**config.mk**
```make
export PLATFORM = sky130hd
export DESIGN_NAME = signed_int_to_ascii_radix_unit
export DESIGN_NICKNAME = d
export VERILOG_FILES = /design/src/sv/s2a_pkg.sv /design/src/sv/s2a_front.sv /design/src/sv/s2a_queue.sv /design/src/sv/s2a_back.sv /design/src/sv/signed_int_to_ascii_radix_unit.sv
export SDC_FILE = /design/constraint.sdc
export NUM_CORES = 1
export LEC_CHECK = 0
export BUFFER_PORTS_ARGS = -buffer_cell sky130_fd_sc_hd__buf_2
export CORE_ASPECT_RATIO = 0.7
export CORE_MARGIN = 1
export CORE_UTILIZATION = 55
export DETAILED_ROUTE_END_ITERATION = 6
export PLACE_DENSITY = 0.75
export SYNTH_ARGS = -nofsm -noshare
export SYNTH_HDL_FRONTEND = slang
export SYNTH_SLANG_ARGS = --single-unit
```
**constraint.sdc**
```tcl
create_clock -name clk -period 13.8 [get_ports clk]
set_clock_uncertainty 0.2 [all_clocks]
set_input_delay 1.38 -clock clk [delete_from_list [all_inputs] [get_ports clk]]
set_output_delay 1.38 -clock clk [all_outputs]
set_load 0.01 [all_outputs]
```
**src/sv/s2a_pkg.sv**
```systemverilog
`timescale 1ns / 1ps
// Package for the signed integer to ASCII radix unit.
// Holds the item class type, ASCII constants and the digit encoder; no dependencies.
package s2a_pkg;

	localparam logic [5:0] RADIX_MIN = 6'd2;
	localparam logic [5:0] RADIX_MAX = 6'd36;
	localparam logic [5:0] DIGIT_TEN = 6'd10;

	localparam logic [6:0] CH_ZERO  = 7'h30;
	localparam logic [6:0] CH_UPPER = 7'h41;
	localparam logic [6:0] CH_LOWER = 7'h61;
	localparam logic [6:0] CH_MINUS = 7'h2D;

	typedef struct packed {
		logic       neg;
		logic       upper;
		logic [5:0] radix;
	} item_cls_t;

	function automatic logic [6:0] digit_ascii(input logic [5:0] d, input logic up);
		logic [6:0] base;
		begin
			base = up ? CH_UPPER : CH_LOWER;
			if (d >= DIGIT_TEN) begin
				digit_ascii = {1'b0, d - DIGIT_TEN} + base;
			end else begin
				digit_ascii = {1'b0, d} + CH_ZERO;
			end
		end
	endfunction

endpackage

```
**src/sv/s2a_front.sv**
```systemverilog
`timescale 1ns / 1ps
// Front end: takes requests, clamps the radix, splits sign and magnitude.
// Depends on s2a_pkg.
module s2a_front import s2a_pkg::*; #(
	parameter int VALUE_BITS = 32
) (
	input  logic                         start,
	input  logic signed [VALUE_BITS-1:0] value,
	input  logic        [5:0]            radix,
	input  logic                         upper_case,
	input  logic                         q_full,
	output logic                         busy,
	output logic                         push,
	output item_cls_t                    cls,
	output logic        [VALUE_BITS-1:0] mag
);

	logic [VALUE_BITS-1:0] raw;

	assign raw  = value;
	assign busy = q_full;
	assign push = start && !q_full;

	always_comb begin
		cls.neg   = raw[VALUE_BITS-1];
		cls.upper = upper_case;
		if (radix < RADIX_MIN) begin
			cls.radix = RADIX_MIN;
		end else if (radix > RADIX_MAX) begin
			cls.radix = RADIX_MAX;
		end else begin
			cls.radix = radix;
		end
		mag = raw[VALUE_BITS-1] ? (~raw + 1'b1) : raw;
	end

endmodule

```
**src/sv/s2a_queue.sv**
```systemverilog
`timescale 1ns / 1ps
// Two-entry request queue between front and back end.
// Depends on nothing.
module s2a_queue #(
	parameter int W = 40
) (
	input  logic         clk,
	input  logic         arst_n,
	input  logic         push,
	input  logic [W-1:0] wdata,
	input  logic         pop,
	output logic [W-1:0] rdata,
	output logic         full,
	output logic         empty
);

	logic [W-1:0] data_q [2];
	logic         wr_ptr_q;
	logic         rd_ptr_q;
	logic [1:0]   count_q;

	assign full  = (count_q == 2'd2);
	assign empty = (count_q == 2'd0);
	assign rdata = data_q[rd_ptr_q];

	always_ff @(posedge clk or negedge arst_n) begin
		if (!arst_n) begin
			wr_ptr_q <= 1'b0;
			rd_ptr_q <= 1'b0;
			count_q  <= 2'd0;
		end else begin
			if (push) begin
				wr_ptr_q <= ~wr_ptr_q;
			end
			if (pop) begin
				rd_ptr_q <= ~rd_ptr_q;
			end
			if (push && !pop) begin
				count_q <= count_q + 2'd1;
			end else if (pop && !push) begin
				count_q <= count_q - 2'd1;
			end
		end
	end

	always_ff @(posedge clk) begin
		if (push) begin
			data_q[wr_ptr_q] <= wdata;
		end
	end

endmodule

```
**src/sv/s2a_back.sv**
```systemverilog
`timescale 1ns / 1ps
// Back end: repeated division by the radix, four quotient bits per cycle,
// digit buffer, and emission most significant digit first. Depends on s2a_pkg.
module s2a_back import s2a_pkg::*; #(
	parameter int VALUE_BITS = 32
) (
	input  logic                  clk,
	input  logic                  arst_n,
	input  logic                  q_empty,
	input  item_cls_t             q_cls,
	input  logic [VALUE_BITS-1:0] q_mag,
	output logic                  pop,
	output logic [6:0]            character,
	output logic                  last,
	output logic                  strobe
);

	localparam int STEPS = (VALUE_BITS + 3) / 4;
	localparam int DW    = STEPS * 4;
	localparam int SW    = $clog2(STEPS);
	localparam int AW    = $clog2(VALUE_BITS);

	localparam logic [1:0] ST_IDLE = 2'd0;
	localparam logic [1:0] ST_DIV  = 2'd1;
	localparam logic [1:0] ST_SIGN = 2'd2;
	localparam logic [1:0] ST_EMIT = 2'd3;

	logic [1:0]    state_q;
	logic [DW-1:0] work_q;
	logic [5:0]    rem_q;
	logic [5:0]    rad_q;
	logic          neg_q;
	logic          upper_q;
	logic [SW-1:0] step_q;
	logic [AW-1:0] cnt_q;
	logic [AW-1:0] rd_idx_q;

	logic [5:0]    digit_mem [VALUE_BITS];
	logic [5:0]    mem_rd_q;

	logic          emit_s1;
	logic          sign_s1;
	logic          last_s1;
	logic          upper_s1;
	logic [6:0]    character_q;
	logic          last_q;
	logic          strobe_q;

	logic [6:0]    r_nx;
	logic [DW-1:0] w_nx;
	logic          step_last;

	assign pop       = (state_q == ST_IDLE) && !q_empty;
	assign step_last = (step_q == SW'(STEPS - 1));
	assign character = character_q;
	assign last      = last_q;
	assign strobe    = strobe_q;

	always_comb begin
		r_nx = {1'b0, rem_q};
		w_nx = work_q;
		for (int i = 0; i < 4; i++) begin
			r_nx = {r_nx[5:0], w_nx[DW-1]};
			w_nx = {w_nx[DW-2:0], 1'b0};
			if (r_nx >= {1'b0, rad_q}) begin
				r_nx    = r_nx - {1'b0, rad_q};
				w_nx[0] = 1'b1;
			end
		end
	end

	always_ff @(posedge clk or negedge arst_n) begin
		if (!arst_n) begin
			state_q  <= ST_IDLE;
			step_q   <= '0;
			cnt_q    <= '0;
			rd_idx_q <= '0;
			emit_s1  <= 1'b0;
			strobe_q <= 1'b0;
		end else begin
			emit_s1  <= 1'b0;
			strobe_q <= emit_s1;
			unique case (state_q)
				ST_IDLE: begin
					if (!q_empty) begin
						step_q  <= '0;
						cnt_q   <= '0;
						state_q <= ST_DIV;
					end
				end
				ST_DIV: begin
					if (step_last) begin
						step_q <= '0;
						if (w_nx == '0) begin
							rd_idx_q <= cnt_q;
							state_q  <= neg_q ? ST_SIGN : ST_EMIT;
						end else begin
							cnt_q <= cnt_q + 1'b1;
						end
					end else begin
						step_q <= step_q + 1'b1;
					end
				end
				ST_SIGN: begin
					emit_s1 <= 1'b1;
					state_q <= ST_EMIT;
				end
				ST_EMIT: begin
					emit_s1 <= 1'b1;
					if (rd_idx_q == '0) begin
						state_q <= ST_IDLE;
					end else begin
						rd_idx_q <= rd_idx_q - 1'b1;
					end
				end
				default: state_q <= ST_IDLE;
			endcase
		end
	end

	// datapath, no reset needed
	always_ff @(posedge clk) begin
		sign_s1  <= (state_q == ST_SIGN);
		last_s1  <= (state_q == ST_EMIT) && (rd_idx_q == '0);
		upper_s1 <= upper_q;
		if (pop) begin
			work_q  <= DW'(q_mag);
			rem_q   <= '0;
			rad_q   <= q_cls.radix;
			neg_q   <= q_cls.neg;
			upper_q <= q_cls.upper;
		end else if (state_q == ST_DIV) begin
			work_q <= w_nx;
			rem_q  <= step_last ? 6'd0 : r_nx[5:0];
		end
		if (emit_s1) begin
			character_q <= sign_s1 ? CH_MINUS : digit_ascii(mem_rd_q, upper_s1);
			last_q      <= last_s1;
		end
	end

	always_ff @(posedge clk) begin
		if ((state_q == ST_DIV) && step_last) begin
			digit_mem[cnt_q] <= r_nx[5:0];
		end
		mem_rd_q <= digit_mem[rd_idx_q];
	end

endmodule

```
**src/sv/signed_int_to_ascii_radix_unit.sv**
```systemverilog
`timescale 1ns / 1ps
// Signed integer to ASCII text converter, top level.
// Depends on s2a_pkg, s2a_front, s2a_queue, s2a_back.
//
// Usage:
//   A request (value, radix, upper_case) is taken on a rising edge with start
//   high and busy low. busy is high while the two-entry request queue is full.
//   Radix values below 2 or above 36 are clamped. The text comes out one
//   character per strobe cycle, most significant digit first, with a leading
//   '-' for negative values; last marks the final character. strobe lasts one
//   cycle and cannot be held off; the block never waits on the receiver.
// Division, with STEPS = ceil(VALUE_BITS/4):
//   The divider produces four quotient bits per cycle; each digit is one
//   full division of the magnitude by the radix in STEPS steps. After
//   division ends, the first character passes through emit_s1 and then the
//   character and strobe registers. Decimal 32-bit values: about 10 digits.
// Reset:
//   arst_n clears the queue and the sequencer; pending requests are dropped.
module signed_int_to_ascii_radix_unit import s2a_pkg::*; #(
	parameter int VALUE_BITS = 32
) (
	input  logic                         clk,
	input  logic                         arst_n,
	input  logic                         start,
	output logic                         busy,
	input  logic signed [VALUE_BITS-1:0] value,
	input  logic        [5:0]            radix,
	input  logic                         upper_case,
	output logic        [6:0]            character,
	output logic                         last,
	output logic                         strobe
);

	localparam int QW = $bits(item_cls_t) + VALUE_BITS;

	item_cls_t             f_cls;
	logic [VALUE_BITS-1:0] f_mag;
	logic                  push;
	logic                  pop;
	logic                  q_full;
	logic                  q_empty;
	logic [QW-1:0]         q_rdata;
	item_cls_t             q_cls;
	logic [VALUE_BITS-1:0] q_mag;

	assign q_cls = q_rdata[QW-1:VALUE_BITS];
	assign q_mag = q_rdata[VALUE_BITS-1:0];

	s2a_front #(.VALUE_BITS(VALUE_BITS)) u_front (
		.start      (start),
		.value      (value),
		.radix      (radix),
		.upper_case (upper_case),
		.q_full     (q_full),
		.busy       (busy),
		.push       (push),
		.cls        (f_cls),
		.mag        (f_mag)
	);

	s2a_queue #(.W(QW)) u_queue (
		.clk    (clk),
		.arst_n (arst_n),
		.push   (push),
		.wdata  ({f_cls, f_mag}),
		.pop    (pop),
		.rdata  (q_rdata),
		.full   (q_full),
		.empty  (q_empty)
	);

	s2a_back #(.VALUE_BITS(VALUE_BITS)) u_back (
		.clk       (clk),
		.arst_n    (arst_n),
		.q_empty   (q_empty),
		.q_cls     (q_cls),
		.q_mag     (q_mag),
		.pop       (pop),
		.character (character),
		.last      (last),
		.strobe    (strobe)
	);

endmodule

```
==> results.toml, run 1 <==
[drt]
num_vias = 9724
route.detailed.drc = 0
drt_iter0_markers = 902
drt-pass1-iter-count = 5
drtAntennaViolNets = 0
drt_wl_total_mm = 34.4
wire_per_inst_um = 21.6
routed_via_density = 6.09

[clock_network]
htree_levels = 2
cts_tree = "done"
cts_buffer_depth = 3
cts.sinks = 356
ctsRootBufferMaster = "clkbuf_16"
insertion_delay_ns = 0.52
cts_setup_buffers = 0
clk_pin_slew_ns = 0.06
postCtsHoldBufs = 0
cts-resized-gates = 0
cts_made_buffers = 34

[worst_setup_path]
worstSetupStartpointType = "register"
end_kind = "register"
worst-path-buf-inv = 1
cp_top_family = "compound AO/OA/AOI/OAI gates"
crit_path_frequent_cell = "ha_1"
critPathMaxFanout = 33
cp.required_ns = 13.83
cp_data_arrival_time_ns = 9.19
critPathMaxStageDelay_ns = 0.86
worst_path_max_delay_cell = "o221ai_2"
path_class = "register to register"

[synthesis]
yosys.area.top_type = "edfxtp_1"
synth_edf_count = 320
yosysTopAreaCellShare_pct = 58.3
syn_nets = 1236
yosysSeqAreaShare_pct = 63.3
async_reset_ff_share_pct = 5.90
synthCells = 1144
ys_warn_count = 0
synth_flop_cell = "edfxtp_1"
yosysMostFrequentCell = "edfxtp_1"
synth.distinct_cells = 87
syn_area_per_cell_um2 = 14.4
synth_common_cells = "edfxtp_1, nor2_1, nand2_1"
synthTopCellsByArea = "edfxtp_1, mux4_2, mux2i_1"
syn_area_um2 = 16500
synth-seq-cells = 356

[layout]
nets = 1284
layout.cells.non_filler = 1596
syn_to_final_growth_pct = 10.6
nFillCells = 2131
utilization_pct = 62.4
drive_gt1_share_pct = 17.3
diodes = 0

[placement]
dp_hpwl_mm = 22.9
gp_congestion = 0.903
io_buffers = 51
dp_cells = 1534

[sta]
period_share_pct = 66.4
slew_headroom_pct = 25.4
tns_ns = 0
fin_crit_ns = 9.16
rsz0062_at_grt = "false"
max_freq_ghz = 0.109
finalHoldViolCount = 0
slew_viol_final = 0
hold_ws_ns = 0.142
worst_pin_slew_ns = 1.12
setup_violations = 0

[grt]
grt_pass1_vias = 9625
grt.total_usage_pct = 23.2
overflow = 0
grt_first_pass_wirelength_mm = 54.4
grt_max_degree = 73
antenna_found_initial = 1

[die]
ios = 52
start_util_pct = 56.4
die_h_um = 147
dieArea_um2 = 30700
die_x_um = 209
core_area_um2 = 29200
rows = 52

[pwr]
powerDensity_nw_per_um2 = 126
max-vdd-ir-drop_mv = 0.0965
leakage_uw = 0.00659
swShare_pct = 20.9
pwr-share-clk_pct = 41.0
comb_power_share_pct = 4.3
internal-power_uw = 1820
switchingPower_uw = 481
pwr-share-seq_pct = 54.7

[flow_run]
cap_violations = 0

[outcome]
status = "finished clean"

[hold_path]
hold_path.class = "register to register"
==> worst paths after layout <==
kind / start / to / slack [ns] / cells after the start
setup reg to reg: u_back.rad_q[1]$_DFFE_PP_ / u_back.digit_mem[6][4]$_DFFE_PP_ / 4.64 / 27
max in group asynchronous: arst_n / u_back.rd_idx_q[0]$_DFFE_PN0P_ / 12.37 / 1
hold reg to reg: u_back.upper_q$_DFFE_PP_ / u_back.upper_s1$_DFF_P_ / 0.14 / 0
setup / recovery: u_back.rad_q[1]$_DFFE_PP_ / u_back.digit_mem[6][4]$_DFFE_PP_ / 4.64 / 27
hold / removal: u_back.upper_q$_DFFE_PP_ / u_back.upper_s1$_DFF_P_ / 0.14 / 0
min in group asynchronous: arst_n / u_back.step_q[2]$_DFFE_PN0P_ / 0.63 / 1
==> power groups by stage <==
stage               logic, uW  registers [uW]  clock network [uW]
floorplan                62.4            1270                   0
global placement         97.2            1280                   0
detailed placement        101            1280                   0
CTS                       102            1260                 952
global route              110            1260                 993
finish                   99.8            1260                 941
==> metal layers <==
metal  global-route usage [%]  wire [um]  vias to the layer above  share of wire (%)
met3                     5.86       2860                       50                8.3
met4                     6.14        635                        0                1.8
li1                         -          -                     4499                  -
met5                        0          0                        -                  0
met1                     35.0      16000                     4818                 47
met2                     33.5      14900                      357                 43
==> cells by family after synthesis <==
logic type,synth area share (%)
flip-flops,63.3
buffers and inverters,2.04
AO/OA/AOI/OAI,8.30
AND/OR/NAND/NOR,8.33
XOR/XNOR,2.66
multiplexers,11.3
adder cells (fa/ha/maj),4.04
==> registers in the layout, indices dropped and copies added (netlist names), 2 cells and up <==
register,flops
u_back.mem_rd_q,6
u_back.step_q,3
u_back.state_q,2
u_back.work_q,32
u_back.rad_q,6
u_back.rd_idx_q,5
u_back.digit_mem,192
u_queue.count_q,2
u_queue.data_q,80
u_back.character,7
u_back.cnt_q,5
u_back.rem_q,6
==> layout by cell type (no fill, tap or decap), types with 6 or more instances in the layout <==
cell type / n
and3_1: 9
mux2i_1: 61
nor3_1: 14
clkinv_2: 6
inv_1: 38
xnor2_1: 45
clkbuf_16: 35
edfxtp_1: 320
nand4_1: 6
mux4_2: 45
nand2_1: 75
dfxtp_1: 15
clkbuf_1: 9
o21a_1: 9
a211oi_1: 6
o221ai_1: 7
nor2_1: 84
o31ai_1: 12
o21ai_0: 62
nand2b_1: 12
a31o_2: 7
mux2_2: 18
ha_1: 46
buf_4: 8
nor4_1: 9
or3_1: 7
nor2b_1: 15
dfrtp_1: 19
nand3_1: 13
a21oi_1: 29
buf_2: 51
==> through the flow <==
stage / worst slack, ns / cell area (um2) / total power [uW]
after global placement: 5.16 / 17100 / 1370
after global routing: 4.09 / 18200 / 2360
after CTS: 4.79 / 18200 / 2310
after floorplan: 5.58 / 16500 / 1340
final: 4.64 / 18200 / 2300
after detailed placement: 4.82 / 17100 / 1380
==> area by class of cell <==
class | instances | area [um2] | share of cell area (%)
inverter | 39 | 146 | 0.803
timing repair buffer | 59 | 315 | 1.73
clock inverter | 18 | 209 | 1.15
tap | 378 | 473 | 2.59
sequential | 356 | 10400 | 57.2
clock buffer | 44 | 910 | 4.99
multi-input combinational | 702 | 5750 | 31.5
Note: power is estimated with default switching activity, not from simulation.
==> inputs of run 2 (changes only) <==
--- a/config.mk
+++ b/config.mk
@@ -10,7 +10,7 @@
 export CORE_MARGIN = 1
 export CORE_UTILIZATION = 55
 export DETAILED_ROUTE_END_ITERATION = 6
-export PLACE_DENSITY = 0.75
+export PLACE_DENSITY = 0.78
 export SYNTH_ARGS = -nofsm -noshare
 export SYNTH_HDL_FRONTEND = slang
 export SYNTH_SLANG_ARGS = --single-unit
==> constraint.sdc (replaced) <==
create_clock -name clk -period 7.9 [get_ports clk]
set_clock_uncertainty 0.2 [all_clocks]
set_input_delay 0.79 -clock clk [delete_from_list [all_inputs] [get_ports clk]]
set_output_delay 0.79 -clock clk [all_outputs]
set_load 0.01 [all_outputs]
==> results.toml, run 2 (synthesis results as in run 1) <==
[drt]
route.detailed.drc = 0
num_vias = 10100
drt_iter0_markers = 1248
drt-pass1-iter-count = 5
drt_wl_total_mm = 36.7
drtAntennaViolNets = 0
wire_per_inst_um = 22.6
routed_via_density = 6.22

[layout]
diodes = 0
drive_gt1_share_pct = 20.7
mostFrequentLayoutCell = "edfxtp_1"
largest_reg_flops = 192
final_cell_mix = "edfxtp_1, nor2_1, nand2_1"
nets = 1314
register_area_um2 = 10400
multi_input_comb_area_um2 = 5990
syn_to_final_growth_pct = 13.1
reg.largest.list = "u_back.digit_mem (192), u_queue.data_q (80), u_back.work_q (32)"
nFillCells = 2057
largest-register = "u_back.digit_mem"

[die]
rows = 52
core_area_um2 = 29200
start_util_pct = 56.4
die_x_um = 209
die_h_um = 147
ios = 52
dieArea_um2 = 30700

[clock_network]
cts.sinks = 356
clk_pin_slew_ns = 0.07
cts_buffer_depth = 3
cts_made_buffers = 35
cts_tree = "done"
htree_levels = 2
insertion_delay_ns = 0.53
postCtsHoldBufs = 0
ctsRootBufferMaster = "clkbuf_16"

[grt]
grt_pass1_vias = 9750
grt_first_pass_wirelength_mm = 54.5
overflow = 0
antenna_found_initial = 2
grt.total_usage_pct = 23.3
grt_max_degree = 74

[worst_setup_path]
critPathMaxFanout = 16
worst-path-buf-inv = 6
cp_top_family = "compound AO/OA/AOI/OAI gates"
worst_path_max_delay_cell = "mux2_2"
worstSetupStartpointType = "register"
cp.required_ns = 7.97
end_kind = "register"
cp_data_arrival_time_ns = 7.63
path_class = "register to register"
critPathMaxStageDelay_ns = 0.42

[placement]
io_buffers = 51
dp_hpwl_mm = 23.2
place_ws_ns = 0.0789
gp_congestion = 0.945

[pwr]
power_uw = 3950
powerDensity_nw_per_um2 = 212
leakage_uw = 0.00675
max-vdd-ir-drop_mv = 0.120

[sta]
period_share_pct = 95.7
setup_violations = 0
fin_crit_ns = 7.56
finalHoldViolCount = 0
worst_pin_slew_ns = 1.07
slew_viol_final = 0
max_freq_ghz = 0.132
setup_ws_ns = 0.343
slew_headroom_pct = 28.5
hold_ws_ns = 0.0460

[flow_run]
cap_violations = 0

[outcome]
status = "finished clean"

[hold_path]
hold_path.class = "input pin to async pin"
[run 2: what timing repair did]
action / 4_1_cts / 5_1_grt
setup buffers: 0 / 8
endpoints found under the setup margin: 0 / 211
resized for setup: 0 / 35
[run 2: worst paths after layout]
kind	end	from	slack (ns)	cells past startpoint
setup reg to reg	u_back.digit_mem[4][1]$_DFFE_PP_	u_back.rad_q[5]$_DFFE_PP_	0.34	31
hold reg to reg	u_back.last$_DFFE_PP_	u_back.last_s1$_DFF_P_	0.21	0
setup / recovery	u_back.digit_mem[4][1]$_DFFE_PP_	u_back.rad_q[5]$_DFFE_PP_	0.34	31
max in group asynchronous	u_back.rd_idx_q[0]$_DFFE_PN0P_	arst_n	7.03	1
hold / removal	u_back.step_q[1]$_DFFE_PN0P_	arst_n	0.05	1
min in group clk	u_back.last$_DFFE_PP_	u_back.last_s1$_DFF_P_	0.21	0
[run 2: through the flow]
stage / TNS (ns) / utilization (%) / area [um2] / instances
4_1_cts: 0 / 62.7 / 18300 / 1611
2_1_floorplan: 0 / - / 16500 / 1144
3_5_place_dp: 0 / 59.0 / 17200 / 1547
3_3_place_gp: 0 / 59.0 / 17200 / 1547
6_report: 0 / 63.8 / 18700 / 1627
5_1_grt: -0.00484 / 63.8 / 18700 / 1627
[run 2: metal layers]
metal | up-vias | GRT usage (%) | routed length (um)
met5 | - | 0 | 13
met4 | 2 | 5.88 | 654
met3 | 51 | 5.41 | 3590
met2 | 465 | 34.4 | 16000
met1 | 5008 | 35.1 | 16400
li1 | 4587 | - | -
[run 2: final cells by class]
type | instances | share of cell area, %
Clock buffer | 42 | 4.95
Multi-Input combinational cell | 710 | 32.1
Inverter | 39 | 0.785
Tap cell | 378 | 2.54
Sequential cell | 356 | 56.0
Clock inverter | 22 | 0.872
Timing Repair Buffer | 80 | 2.78
[run 2: power by group]
| part | leakage (uW) | switching [uW] | internal (uW) |
|---|---|---|---|
| sequential | 0.00337 | 34.0 | 2160 |
| combinational | 0.00287 | 117 | 57.8 |
| clock | 0.000520 | 708 | 877 |
| total | 0.00675 | 858 | 3100 |
==> inputs of run 3 (changes only) <==
--- a/config.mk
+++ b/config.mk
@@ -5,7 +5,7 @@
 export SDC_FILE = /design/constraint.sdc
 export NUM_CORES = 1
 export LEC_CHECK = 0
-export BUFFER_PORTS_ARGS = -buffer_cell sky130_fd_sc_hd__buf_2
+export BUFFER_PORTS_ARGS = -buffer_cell sky130_fd_sc_hd__buf_4
 export CORE_ASPECT_RATIO = 0.7
 export CORE_MARGIN = 1
 export CORE_UTILIZATION = 55
==> results.toml, run 3 (synthesis results as in run 1) <==
[clock_network]
cts_tree = "done"
ctsRootBufferMaster = "clkbuf_16"
cts_buffer_depth = 3
insertion_delay_ns = 0.53
cts_made_buffers = 35
cts.sinks = 356
htree_levels = 2
clk_pin_slew_ns = 0.06

[sta]
period_share_pct = 95.7
max_freq_ghz = 0.132
slew_headroom_pct = 29.9
fin_crit_ns = 7.56
setup_violations = 0
setup_ws_ns = 0.336
slew_viol_final = 0
finalHoldViolCount = 0
hold_ws_ns = 0.203
worst_pin_slew_ns = 1.05

[worst_setup_path]
worst_path_max_delay_cell = "mux2_4"
crit_path_frequent_cell = "ha_1"
cp_data_arrival_time_ns = 7.79
timing.rr.start = "u_back.rem_q[3]$_SDFFE_PP0P_"
path_class = "register to register"
worstSetupStartpointType = "register"
end_kind = "register"
critPathMaxFanout = 17
r2r_cells = 27
r2r_slack_ns = 0.34
cp_top_family = "compound AO/OA/AOI/OAI gates"
r2r_end = "u_back.rem_q[3]$_SDFFE_PP0P_"
cp.required_ns = 8.13
worst-path-buf-inv = 1
critPathMaxStageDelay_ns = 0.46

[layout]
diodes = 0
nets = 1310
drive_gt1_share_pct = 19.5
largest-register = "u_back.digit_mem"
final_cell_mix = "edfxtp_1, nor2_1, nand2_1, buf_4"
reg.largest.list = "u_back.digit_mem (192), u_queue.data_q (80), u_back.work_q (32)"
mostFrequentLayoutCell = "edfxtp_1"
largest_reg_flops = 192
syn_to_final_growth_pct = 13.0

[pwr]
internal-power_uw = 3090
switchingPower_uw = 823
swShare_pct = 21.1
power_uw = 3910
pwr-share-clk_pct = 39.3
powerDensity_nw_per_um2 = 210
pwr-share-seq_pct = 56.1
max-vdd-ir-drop_mv = 0.144
leakage_uw = 0.00673
comb_power_share_pct = 4.6

[placement]
place_ws_ns = 0.0934
dp_hpwl_mm = 22.6
io_buffers = 51
gp_congestion = 0.917

[die]
dieArea_um2 = 30700
die_h_um = 147
rows = 52
start_util_pct = 56.4
die_x_um = 209
ios = 52
core_area_um2 = 29200

[drt]
drtAntennaViolNets = 0
route.detailed.drc = 0
wire_per_inst_um = 22.0
drt_iter0_markers = 1132
drt_wl_total_mm = 35.6
routed_via_density = 6.21
num_vias = 10100
drt-pass1-iter-count = 5

[grt]
grt_pass1_vias = 9565
antenna_found_initial = 0
overflow = 0
grt_max_degree = 74
grt_first_pass_wirelength_mm = 53.1
grt.total_usage_pct = 22.6

[hold_path]
min_to = "u_back.last$_DFFE_PP_"
holdPathStages = 0
hold_path.class = "register to register"
min-delay-start = "u_back.last_s1$_DFF_P_"

[outcome]
status = "finished clean"

[flow_run]
cap_violations = 0
## run 3: cell count changes in the layout (fill, tap and decap cells not counted), sizes merged
cell / previous run / this run
buf: 80 / 77
clkinv: 17 / 14
clkinvlp: 4 / 1
mux2: 26 / 24
a21oi: 30 / 31
clkbuf: 42 / 43
dlygate4sd3: 0 / 1
inv: 39 / 40
o221ai: 9 / 8
## run 3: power by group through the flow
stage / clock network [uW] / registers, uW / logic (uW)
finish: 1540 / 2190 / 180
global route: 1620 / 2200 / 198
CTS: 1550 / 2200 / 185
detailed placement: 0 / 2230 / 183
global placement: 0 / 2230 / 179
floorplan: 0 / 2230 / 109
## run 3: through the flow
stage                     util [%]  instance area (um2)  TNS [ns]  std cells
after CTS                     62.9                18400         0       1605
after floorplan                  -                16500         0       1144
after detailed placement      59.3                17300         0       1544
after global placement        59.3                17300         0       1544
final                         63.8                18600         0       1619
after global routing          63.8                18600   -0.0101       1619
## run 3: repair_timing
item,CTS,global route
resized for setup,0,24
endpoints found under the setup margin,0,211
hold buffers,1,0
setup buffers,0,8
hold endpoints to repair,21,0
## run 3: final cells by class
cell class / count / area, um2
Timing Repair Buffer: 78 / 613
Fill cell: 2060 / 10600
Clock buffer: 43 / 916
Sequential cell: 356 / 10400
Tap cell: 378 / 473
Multi-Input combinational cell: 708 / 5930
Inverter: 39 / 146
Clock inverter: 17 / 121
## run 3: worst max path at each step
stage | startpoint | endpoint | slack, ns | cells after the start
floorplan | u_back.rad_q[1]$_DFFE_PP_ | u_back.digit_mem[0][0]$_DFFE_PP_ | 0.02 | 28
global placement | u_back.rad_q[5]$_DFFE_PP_ | u_back.rem_q[5]$_SDFFE_PP0P_ | 0.29 | 29
detailed placement | u_back.rad_q[5]$_DFFE_PP_ | u_back.rem_q[5]$_SDFFE_PP0P_ | 0.09 | 29
CTS | u_back.rad_q[5]$_DFFE_PP_ | u_back.rem_q[5]$_SDFFE_PP0P_ | 0.06 | 29
global route | u_back.rad_q[4]$_DFFE_PP_ | u_back.state_q[1]$_DFFE_PN0P_ | -0.01 | 29
finish | u_back.rem_q[3]$_SDFFE_PP0P_ | u_back.rem_q[3]$_SDFFE_PP0P_ | 0.34 | 27
## run 3: metal layers
metal	GRT usage, %	routed length, um
met5	0.784	0
met4	5.40	612
met3	5.00	3060
met2	33.7	15700
met1	33.9	16200
